`config.mk`:
```
export PLATFORM = sky130hd
export DESIGN_NAME = policy_ready_queue
export DESIGN_NICKNAME = d
export VERILOG_FILES = /design/src/hdl/prq_pkg.sv /design/src/hdl/prq_ram.sv /design/src/hdl/prq_pick.sv /design/src/hdl/policy_ready_queue.sv
export SDC_FILE = /design/constraint.sdc
export NUM_CORES = 2
export LEC_CHECK = 0
export BUFFER_PORTS_ARGS = -buffer_cell sky130_fd_sc_hd__buf_4
export CAP_MARGIN = 40
export CORE_MARGIN = 2
export CORE_UTILIZATION = 25
export CTS_CLUSTER_SIZE = 20
export DETAILED_ROUTE_END_ITERATION = 10
export PLACE_DENSITY = 0.46
export SYNTH_ARGS = -nofsm -noshare
export SYNTH_HDL_FRONTEND = slang
export SYNTH_HIERARCHICAL = 1
export SYNTH_SLANG_ARGS = --single-unit
```
`constraint.sdc`:
```
create_clock -name clk -period 9.05 [get_ports clk]
set_clock_uncertainty 0.15 [all_clocks]
set_input_delay 0 -clock clk [delete_from_list [all_inputs] [get_ports clk]]
set_output_delay 0 -clock clk [all_outputs]
set_load 0.05 [all_outputs]
```
`src/hdl/prq_pkg.sv`:
```
// Shared types and codes for the policy ready queue.
package prq_pkg;

  localparam int MODE_W   = 2;
  localparam int KIND_W   = 2;
  localparam int STATUS_W = 2;
  localparam int ID_W     = 16;
  localparam int PRIO_W   = 8;
  localparam int WORK_W   = 32;
  localparam int SEQ_W    = 32;
  localparam int OCC_W    = 7;
  localparam int CFG_IDX_W = 2;
  localparam int CFG_W    = 32;

  typedef enum logic [MODE_W-1:0] {
    MODE_FIFO = 2'd0,
    MODE_PRIO = 2'd1,
    MODE_SJF  = 2'd2,
    MODE_RR   = 2'd3
  } mode_t;

  typedef enum logic [KIND_W-1:0] {
    KIND_PUSH  = 2'd0,
    KIND_POP   = 2'd1,
    KIND_DRAIN = 2'd2,
    KIND_NOP   = 2'd3
  } kind_t;

  typedef enum logic [STATUS_W-1:0] {
    ST_OK    = 2'd0,
    ST_EMPTY = 2'd1,
    ST_FULL  = 2'd2
  } status_t;

  typedef enum logic [CFG_IDX_W-1:0] {
    REG_MODE    = 2'd0,
    REG_QUANTUM = 2'd1
  } reg_idx_t;

  typedef enum logic [1:0] {
    S_IDLE,
    S_SCAN,
    S_EMIT,
    S_SHIFT
  } state_t;

  typedef struct packed {
    logic [ID_W-1:0]   job_id;
    logic [PRIO_W-1:0] prio;
    logic [WORK_W-1:0] work;
    logic [SEQ_W-1:0]  seq;
  } entry_t;

endpackage

```
`src/hdl/prq_ram.sv`:
```
// Generic single-write, single-read RAM with registered read data.
module prq_ram #(
  parameter int WIDTH = 8,
  parameter int DEPTH = 16
) (
  input  logic                     clk,
  input  logic                     we,
  input  logic [$clog2(DEPTH)-1:0] waddr,
  input  logic [WIDTH-1:0]         wdata,
  input  logic                     re,
  input  logic [$clog2(DEPTH)-1:0] raddr,
  output logic [WIDTH-1:0]         rdata
);

  logic [WIDTH-1:0] mem [DEPTH];
  logic [WIDTH-1:0] rdata_r;

  always_ff @(posedge clk) begin
    if (we) begin
      mem[waddr] <= wdata;
    end
    if (re) begin
      rdata_r <= mem[raddr];
    end
  end

  assign rdata = rdata_r;

endmodule

```
`src/hdl/prq_pick.sv`:
```
// Winner selection: compares one stored entry per cycle against the running best.
module prq_pick import prq_pkg::*; #(
  parameter int AW = 5
) (
  input  logic          clk,
  input  mode_t         mode,
  input  logic          dvld,
  input  logic [AW-1:0] didx,
  input  entry_t        dent,
  output entry_t        best,
  output logic [AW-1:0] best_idx
);

  entry_t        best_r;
  logic [AW-1:0] best_idx_r;
  logic          take;

  always_comb begin
    take = 1'b0;
    case (mode)
      MODE_PRIO: begin
        if (dent.prio != best_r.prio) take = dent.prio > best_r.prio;
        else                          take = dent.seq < best_r.seq;
      end
      MODE_SJF: begin
        if (dent.work != best_r.work) take = dent.work < best_r.work;
        else                          take = dent.seq < best_r.seq;
      end
      default: take = 1'b0;
    endcase
    if (didx == '0) take = 1'b1;
  end

  always_ff @(posedge clk) begin
    if (dvld && take) begin
      best_r     <= dent;
      best_idx_r <= didx;
    end
  end

  assign best     = best_r;
  assign best_idx = best_idx_r;

endmodule

```
`src/hdl/policy_ready_queue.sv`:
```
// Ready queue of job entries held in arrival order in one RAM, with mode-selected pop order.
// Push, a nop, and a pop or drain on an empty queue need no scan and leave in_stall low
// (one per cycle while results are taken). A pop of a queue holding N entries keeps in_stall
// high while it reads all N entries in priority and shortest-job modes, or only the head in
// FIFO and round-robin modes, then presents the result beat and moves the entries behind the
// winner down by one, all N-1 others in FIFO order. One RAM read per cycle drives both the
// winner scan (one comparator) and the compaction of the entries behind the winner. A drain
// repeats that per stored entry and emits one result per entry, the last one marked; each of
// its beats also waits while out_stall holds the previous one.
module policy_ready_queue import prq_pkg::*; #(
  parameter int QUEUE_DEPTH = 32
) (
  input  logic                 clk,
  input  logic                 rst_n,
  input  logic                 cfg_we,
  input  logic [CFG_IDX_W-1:0] cfg_index,
  input  logic [CFG_W-1:0]     cfg_wdata,
  input  logic                 in_valid,
  output logic                 in_stall,
  input  logic [KIND_W-1:0]    in_kind,
  input  logic [ID_W-1:0]      in_job_id,
  input  logic [PRIO_W-1:0]    in_priority_req,
  input  logic [WORK_W-1:0]    in_work_units,
  input  logic [SEQ_W-1:0]     in_sequence_req,
  output logic                 out_valid,
  input  logic                 out_stall,
  output logic [STATUS_W-1:0]  out_status,
  output logic                 out_entry_valid,
  output logic [ID_W-1:0]      out_job_id,
  output logic [PRIO_W-1:0]    out_priority,
  output logic [WORK_W-1:0]    out_work_units,
  output logic [SEQ_W-1:0]     out_sequence,
  output logic                 out_last,
  output logic [OCC_W-1:0]     out_occupancy,
  output logic [WORK_W-1:0]    out_slice_quota,
  output logic                 out_slice_unlimited
);

  localparam int AW    = $clog2(QUEUE_DEPTH);
  localparam int CNT_W = $clog2(QUEUE_DEPTH + 1);
  localparam logic [CNT_W-1:0] DEPTH_C = CNT_W'(QUEUE_DEPTH);

  state_t            state_r, state_nxt;
  mode_t             mode_r;
  logic [WORK_W-1:0] quantum_r;
  logic [CNT_W-1:0]  count_r, count_nxt;
  logic [CNT_W-1:0]  ptr_r, ptr_nxt;
  logic              pend_r, pend_nxt;
  logic [AW-1:0]     pidx_r, pidx_nxt;
  logic              drain_r, drain_nxt;

  logic              ovalid_r, ovalid_nxt;
  status_t           ostatus_r, ostatus_nxt;
  logic              oentv_r, oentv_nxt;
  entry_t            oent_r, oent_nxt;
  logic              olast_r, olast_nxt;
  logic [CNT_W-1:0]  oocc_r, oocc_nxt;

  logic              ram_we, ram_re;
  logic [AW-1:0]     ram_waddr, ram_raddr;
  entry_t            ram_wdata, ram_rdata;
  entry_t            best;
  logic [AW-1:0]     best_idx;
  entry_t            in_ent;
  logic              in_acc, out_free, ranked;
  logic [CNT_W-1:0]  lim;

  prq_ram #(
    .WIDTH ($bits(entry_t)),
    .DEPTH (QUEUE_DEPTH)
  ) u_ram (
    .clk   (clk),
    .we    (ram_we),
    .waddr (ram_waddr),
    .wdata (ram_wdata),
    .re    (ram_re),
    .raddr (ram_raddr),
    .rdata (ram_rdata)
  );

  prq_pick #(
    .AW (AW)
  ) u_pick (
    .clk      (clk),
    .mode     (mode_r),
    .dvld     (pend_r && (state_r == S_SCAN)),
    .didx     (pidx_r),
    .dent     (ram_rdata),
    .best     (best),
    .best_idx (best_idx)
  );

  assign in_ent   = '{job_id: in_job_id, prio: in_priority_req,
                      work: in_work_units, seq: in_sequence_req};
  assign out_free = !ovalid_r || !out_stall;
  assign in_stall = (state_r != S_IDLE) || !out_free;
  assign in_acc   = in_valid && !in_stall;
  assign ranked   = (mode_r == MODE_PRIO) || (mode_r == MODE_SJF);
  assign lim      = ranked ? count_r : CNT_W'(1);

  always_ff @(posedge clk) begin
    if (!rst_n) begin
      mode_r    <= MODE_FIFO;
      quantum_r <= WORK_W'(1);
    end else if (cfg_we) begin
      case (cfg_index)
        REG_MODE:    mode_r <= mode_t'(cfg_wdata[MODE_W-1:0]);
        REG_QUANTUM: if (cfg_wdata != '0) quantum_r <= cfg_wdata;
        default: ;
      endcase
    end
  end

  always_ff @(posedge clk) begin
    if (!rst_n) begin
      state_r  <= S_IDLE;
      count_r  <= '0;
      ptr_r    <= '0;
      pend_r   <= 1'b0;
      drain_r  <= 1'b0;
      ovalid_r <= 1'b0;
    end else begin
      state_r  <= state_nxt;
      count_r  <= count_nxt;
      ptr_r    <= ptr_nxt;
      pend_r   <= pend_nxt;
      drain_r  <= drain_nxt;
      ovalid_r <= ovalid_nxt;
    end
  end

  always_ff @(posedge clk) begin
    pidx_r    <= pidx_nxt;
    ostatus_r <= ostatus_nxt;
    oentv_r   <= oentv_nxt;
    oent_r    <= oent_nxt;
    olast_r   <= olast_nxt;
    oocc_r    <= oocc_nxt;
  end

  always_comb begin
    state_nxt   = state_r;
    count_nxt   = count_r;
    ptr_nxt     = ptr_r;
    pend_nxt    = 1'b0;
    pidx_nxt    = pidx_r;
    drain_nxt   = drain_r;
    ovalid_nxt  = ovalid_r && out_stall;
    ostatus_nxt = ostatus_r;
    oentv_nxt   = oentv_r;
    oent_nxt    = oent_r;
    olast_nxt   = olast_r;
    oocc_nxt    = oocc_r;
    ram_we      = 1'b0;
    ram_waddr   = count_r[AW-1:0];
    ram_wdata   = in_ent;
    ram_re      = 1'b0;
    ram_raddr   = ptr_r[AW-1:0];

    case (state_r)
      S_IDLE: begin
        if (in_acc) begin
          ovalid_nxt  = 1'b1;
          oentv_nxt   = 1'b0;
          oent_nxt    = '0;
          olast_nxt   = 1'b1;
          ostatus_nxt = ST_OK;
          oocc_nxt    = count_r;
          case (kind_t'(in_kind))
            KIND_PUSH: begin
              if (count_r < DEPTH_C) begin
                ram_we    = 1'b1;
                count_nxt = count_r + CNT_W'(1);
                oocc_nxt  = count_r + CNT_W'(1);
              end else begin
                ostatus_nxt = ST_FULL;
              end
            end
            KIND_POP, KIND_DRAIN: begin
              if (count_r == '0) begin
                ostatus_nxt = ST_EMPTY;
              end else begin
                ovalid_nxt = ovalid_r && out_stall;
                drain_nxt  = (kind_t'(in_kind) == KIND_DRAIN);
                ptr_nxt    = '0;
                state_nxt  = S_SCAN;
              end
            end
            default: ;
          endcase
        end
      end
      S_SCAN: begin
        if (ptr_r < lim) begin
          ram_re   = 1'b1;
          pend_nxt = 1'b1;
          pidx_nxt = ptr_r[AW-1:0];
          ptr_nxt  = ptr_r + CNT_W'(1);
        end else if (!pend_r) begin
          state_nxt = S_EMIT;
        end
      end
      S_EMIT: begin
        if (out_free) begin
          ovalid_nxt  = 1'b1;
          ostatus_nxt = ST_OK;
          oentv_nxt   = 1'b1;
          oent_nxt    = best;
          olast_nxt   = !(drain_r && (count_r > CNT_W'(1)));
          oocc_nxt    = count_r - CNT_W'(1);
          count_nxt   = count_r - CNT_W'(1);
          ptr_nxt     = CNT_W'(best_idx) + CNT_W'(1);
          state_nxt   = S_SHIFT;
        end
      end
      S_SHIFT: begin
        // entries behind the winner move down by one
        if (pend_r) begin
          ram_we    = 1'b1;
          ram_waddr = pidx_r - AW'(1);
          ram_wdata = ram_rdata;
        end
        if (ptr_r <= count_r) begin
          ram_re   = 1'b1;
          pend_nxt = 1'b1;
          pidx_nxt = ptr_r[AW-1:0];
          ptr_nxt  = ptr_r + CNT_W'(1);
        end else if (!pend_r) begin
          if (drain_r && (count_r != '0)) begin
            ptr_nxt   = '0;
            state_nxt = S_SCAN;
          end else begin
            state_nxt = S_IDLE;
          end
        end
      end
      default: state_nxt = S_IDLE;
    endcase
  end

  assign out_valid           = ovalid_r;
  assign out_status          = ostatus_r;
  assign out_entry_valid     = oentv_r;
  assign out_job_id          = oent_r.job_id;
  assign out_priority        = oent_r.prio;
  assign out_work_units      = oent_r.work;
  assign out_sequence        = oent_r.seq;
  assign out_last            = olast_r;
  assign out_occupancy       = OCC_W'(oocc_r);
  assign out_slice_quota     = (mode_r == MODE_RR) ? quantum_r : '0;
  assign out_slice_unlimited = (mode_r != MODE_RR);

endmodule

```
==> impl_metrics.yaml <==
status:
  status: "finished, final reports clean"
synth:
  async_flop_share: 0
  syn_inst: 6191
  avgSynthCellArea_sq_um: 19.8
  yosys_warnings: 6
  synth-seq-cells: 3151
  synth_nets: 6418
  netlist_area_sq_um: 123000
  yosys.cell_types.count: 79
  synth_edf_count: 3100
  seq_area_frac_synth: 0.768
  synthFlopType: "edfxtp_1"
worst_hold_path:
  hold_class: "input pin to register"
  hp-start: "in_kind[0]"
  min_to: "drain_r"
  holdPathStages: 6
worst_setup_path:
  r2r_slack_ns: 3.83
  crit_arrival_ns: 5.64
  startpoint_type: "register"
  crit_top_cell: "buf_4"
  cp_cell_sequence: "ha_1 > nand2_4 > buf_12 > o21ai_0 > or3b_2 > nor2_4 > buf_4 > buf_4"
  end_kind: "register"
  cp_max_fo: 30
  worstReg2RegEnd: "u_ram/mem[16][5]"
  critPathSlowestCell: "buf_4"
  r2r_start: "state_r[1]"
  slowest_delay_ns: 0.67
  reg2regPathDepth: 8
  cp.required_ns: 9.47
  critPathKind: "register to register"
  startpoint: "state_r[1]"
power:
  seq_power_share: 0.522
  clkPwrFrac: 0.421
  ir_drop_v: 0.000149
  combPwrFrac: 0.057
  powerDensity_nw_per_um2: 216
  power.leakage_uw: 0.0445
  internal_power_uw: 24300
  p_switching_uw: 7250
  switching_share: 0.229
cts:
  htreeDepth: 5
  insertion_delay_ns: 0.98
  cts-root-buf: "clkbuf_16"
  path_clk_slew_ns: 0.06
  clk_path_buf_depth: 4
  cts_buffers: 340
  post_cts_buffers: 0
  cts_tree: "done"
  cts_sinks: 3151
drt:
  vias: 64300
  vias_per_cell: 4.71
  drt_first_pass_iters: 5
  drc: 0
  drtIter0Drc: 6512
  routed_wl_um: 390000
  routedWlPerCell_um: 28.6
  antenna_left: 0
sta:
  timing.fmax_mhz: 192
  drv_slew: 0
  rsz0062_at_grt: "no"
  hold_viol: 0
  relSlewSlack: 0.210
  finalSetupTns_ns: 0
  finalCritPeriodShare: 0.576
  finalCriticalPeriod_ns: 5.22
  setup_ws_ns: 3.83
  setup_viol: 0
  worst_pin_slew_ns: 1.18
final_layout:
  fillCellCount: 47500
  finalNonFillerCells: 13700
  drive_gt1_frac: 0.200
  layout_common_cells: "edfxtp_1 (3100), mux2i_1 (745), a22oi_1 (468)"
  post-route-util: 0.299
  syn2layout_area_growth_pct: 19.5
  final_common_cell: "edfxtp_1"
  layout.nets: 7123
global_routing:
  grt_pass1_vias: 65600
  antenna_found_initial: 34
  grt_max_degree: 130
  gr-usage-met2: 0.261
  top_usage_layer: "met2"
  grt_usage: 0.152
  grtUsageMet3: 0.0211
  grt_pass1_wl_um: 537000
  grt_util_met1: 0.203
  overflow: 0
floorplanning:
  die_area_sq_um: 496000
  rows: 257
  core_area_sq_um: 489000
  die_h_um: 704
  boundaryPins: 263
  fp.dieW_um: 704
  initial_core_util: 0.250
placed_design:
  hpwl_um: 228000
  post-place-cells: 12800
  port_buffers: 261
  gp_routability_congestion: 0.776
  pre_cts_ws_ns: 3.83
job:
  drv_cap: 0
[metrics by stage]
step	hold WS [ns]	total power (uW)	instance area [sq um]
after global placement	0.114	18500	133000
after global routing	0.0918	32600	146000
after CTS	0.0151	32000	146000
after floorplan	-0.0249	17700	123000
final	0.103	31600	146000
after detailed placement	0.129	18500	134000
[power groups by stage]
stage	Combinational [uW]	Clock (uW)	Sequential (uW)
floorplan	627	0	17100
global placement	1710	0	16800
detailed placement	1760	0	16800
CTS	1840	13600	16500
global route	1920	14200	16500
finish	1810	13300	16500
[layout make-up]
| cell class | instances | area (sq um) | share of cell area |
|---|---|---|---|
| Sequential cell | 3151 | 94100 | 0.643 |
| Multi-Input combinational cell | 2617 | 26800 | 0.183 |
| Clock buffer | 409 | 8830 | 0.0603 |
| Tap cell | 6475 | 8100 | 0.0553 |
| Timing Repair Buffer | 694 | 6600 | 0.0451 |
| Clock inverter | 194 | 1610 | 0.0110 |
| Inverter | 92 | 345 | 0.00236 |
| Antenna cell | 20 | 50.0 | 0.000342 |
[sequential cells by signal, indices dropped and copies added, names as in the netlist, 2 cells and up]
register         flops
out_sequence        32
u_ram/rdata         88
oocc_r               6
out_status           2
u_ram/mem         2816
mode_r               2
out_priority         8
count_r              6
ptr_r                6
out_job_id          16
u_pick/best         88
quantum_r           32
state_r              2
out_work_units      32
pidx_r               5
u_pick/best_idx      5
[worst max-delay path, delay by kind of cell (launching register included)]
family                   cells  cell delay (ns)
AO/OA/AOI/OAI                1             0.64
adder cells (fa/ha/maj)      1             0.43
buffers and inverters        3             1.47
AND/OR/NAND/NOR              3             1.55
flip-flops                   1             0.44
[logic make-up after synthesis]
logic type,share of synthesized area
AOI/OAI and AO/OA,0.0417
xor gates and xnor gates,0.00129
adders and majority gates,0.0100
buffers and inverters,0.0166
DFF,0.768
muxes,0.134
other,0.0000306
and+or+nand+nor,0.0282
[repair_timing]
| action | 4_1_cts | 5_1_grt |
|---|---|---|
| gates resized for setup | 0 | 0 |
| endpoints found under the hold margin | 2946 | 0 |
| hold buffers | 236 | 0 |
[cells in the mapped netlist, types with 3 or more instances]
library cell  number  area [sq um]
nand2_1           52           195
a21o_1             9          67.6
o31ai_1            4          30.0
mux2i_1          745          7460
xor2_1             6          52.6
dfxtp_1           51          1020
nand3b_1           6          45.0
mux4_2           353          7950
buf_2            125           626
a211oi_1           3          22.5
nor3_1             9          45.0
and4_1             5          43.8
clkbuf_1         135           507
nor3b_1            6          45.0
a41oi_1            4          35.0
a21oi_1           39           195
buf_1             15          56.3
xnor2_1           12           105
a22o_1            51           447
o32ai_1            3          26.3
o21ai_0           22           110
ha_1              98          1230
or3b_2             3          26.3
and2_1           139           870
nand4_1           61           382
nor4_1             9          56.3
nand3_1          187           936
a31oi_1           59           369
buf_6             22           248
a22oi_1          468          3510
edfxtp_1        3100         93100
nor2_1            52           195
buf_4             31           233
inv_1             92           345
a31o_1             3          26.3
nand2b_1           6          37.5
and3_1             5          31.3
mux2_2            89          1000
nor2b_1           58           363
[routing by layer]
metal  part of all wire  wire length, um
met1               0.43           167000
met2               0.49           192000
met3              0.052            20400
met4              0.026            10300
met5            0.00018               72
[worst max path at each step]
| stage | to | depth (start not counted) | slack [ns] |
|---|---|---|---|
| finish | u_ram/mem[16][5] | 8 | 3.83 |
| global route | u_ram/mem[16][30] | 8 | 3.53 |
| CTS | u_ram/mem[16][30] | 8 | 3.78 |
| detailed placement | u_ram/mem[16][0] | 8 | 3.83 |
| global placement | u_pick/best[82] | 8 | 3.43 |
| floorplan | count_r[0] | 8 | 1.71 |
Power figures use the tool's default switching activity.
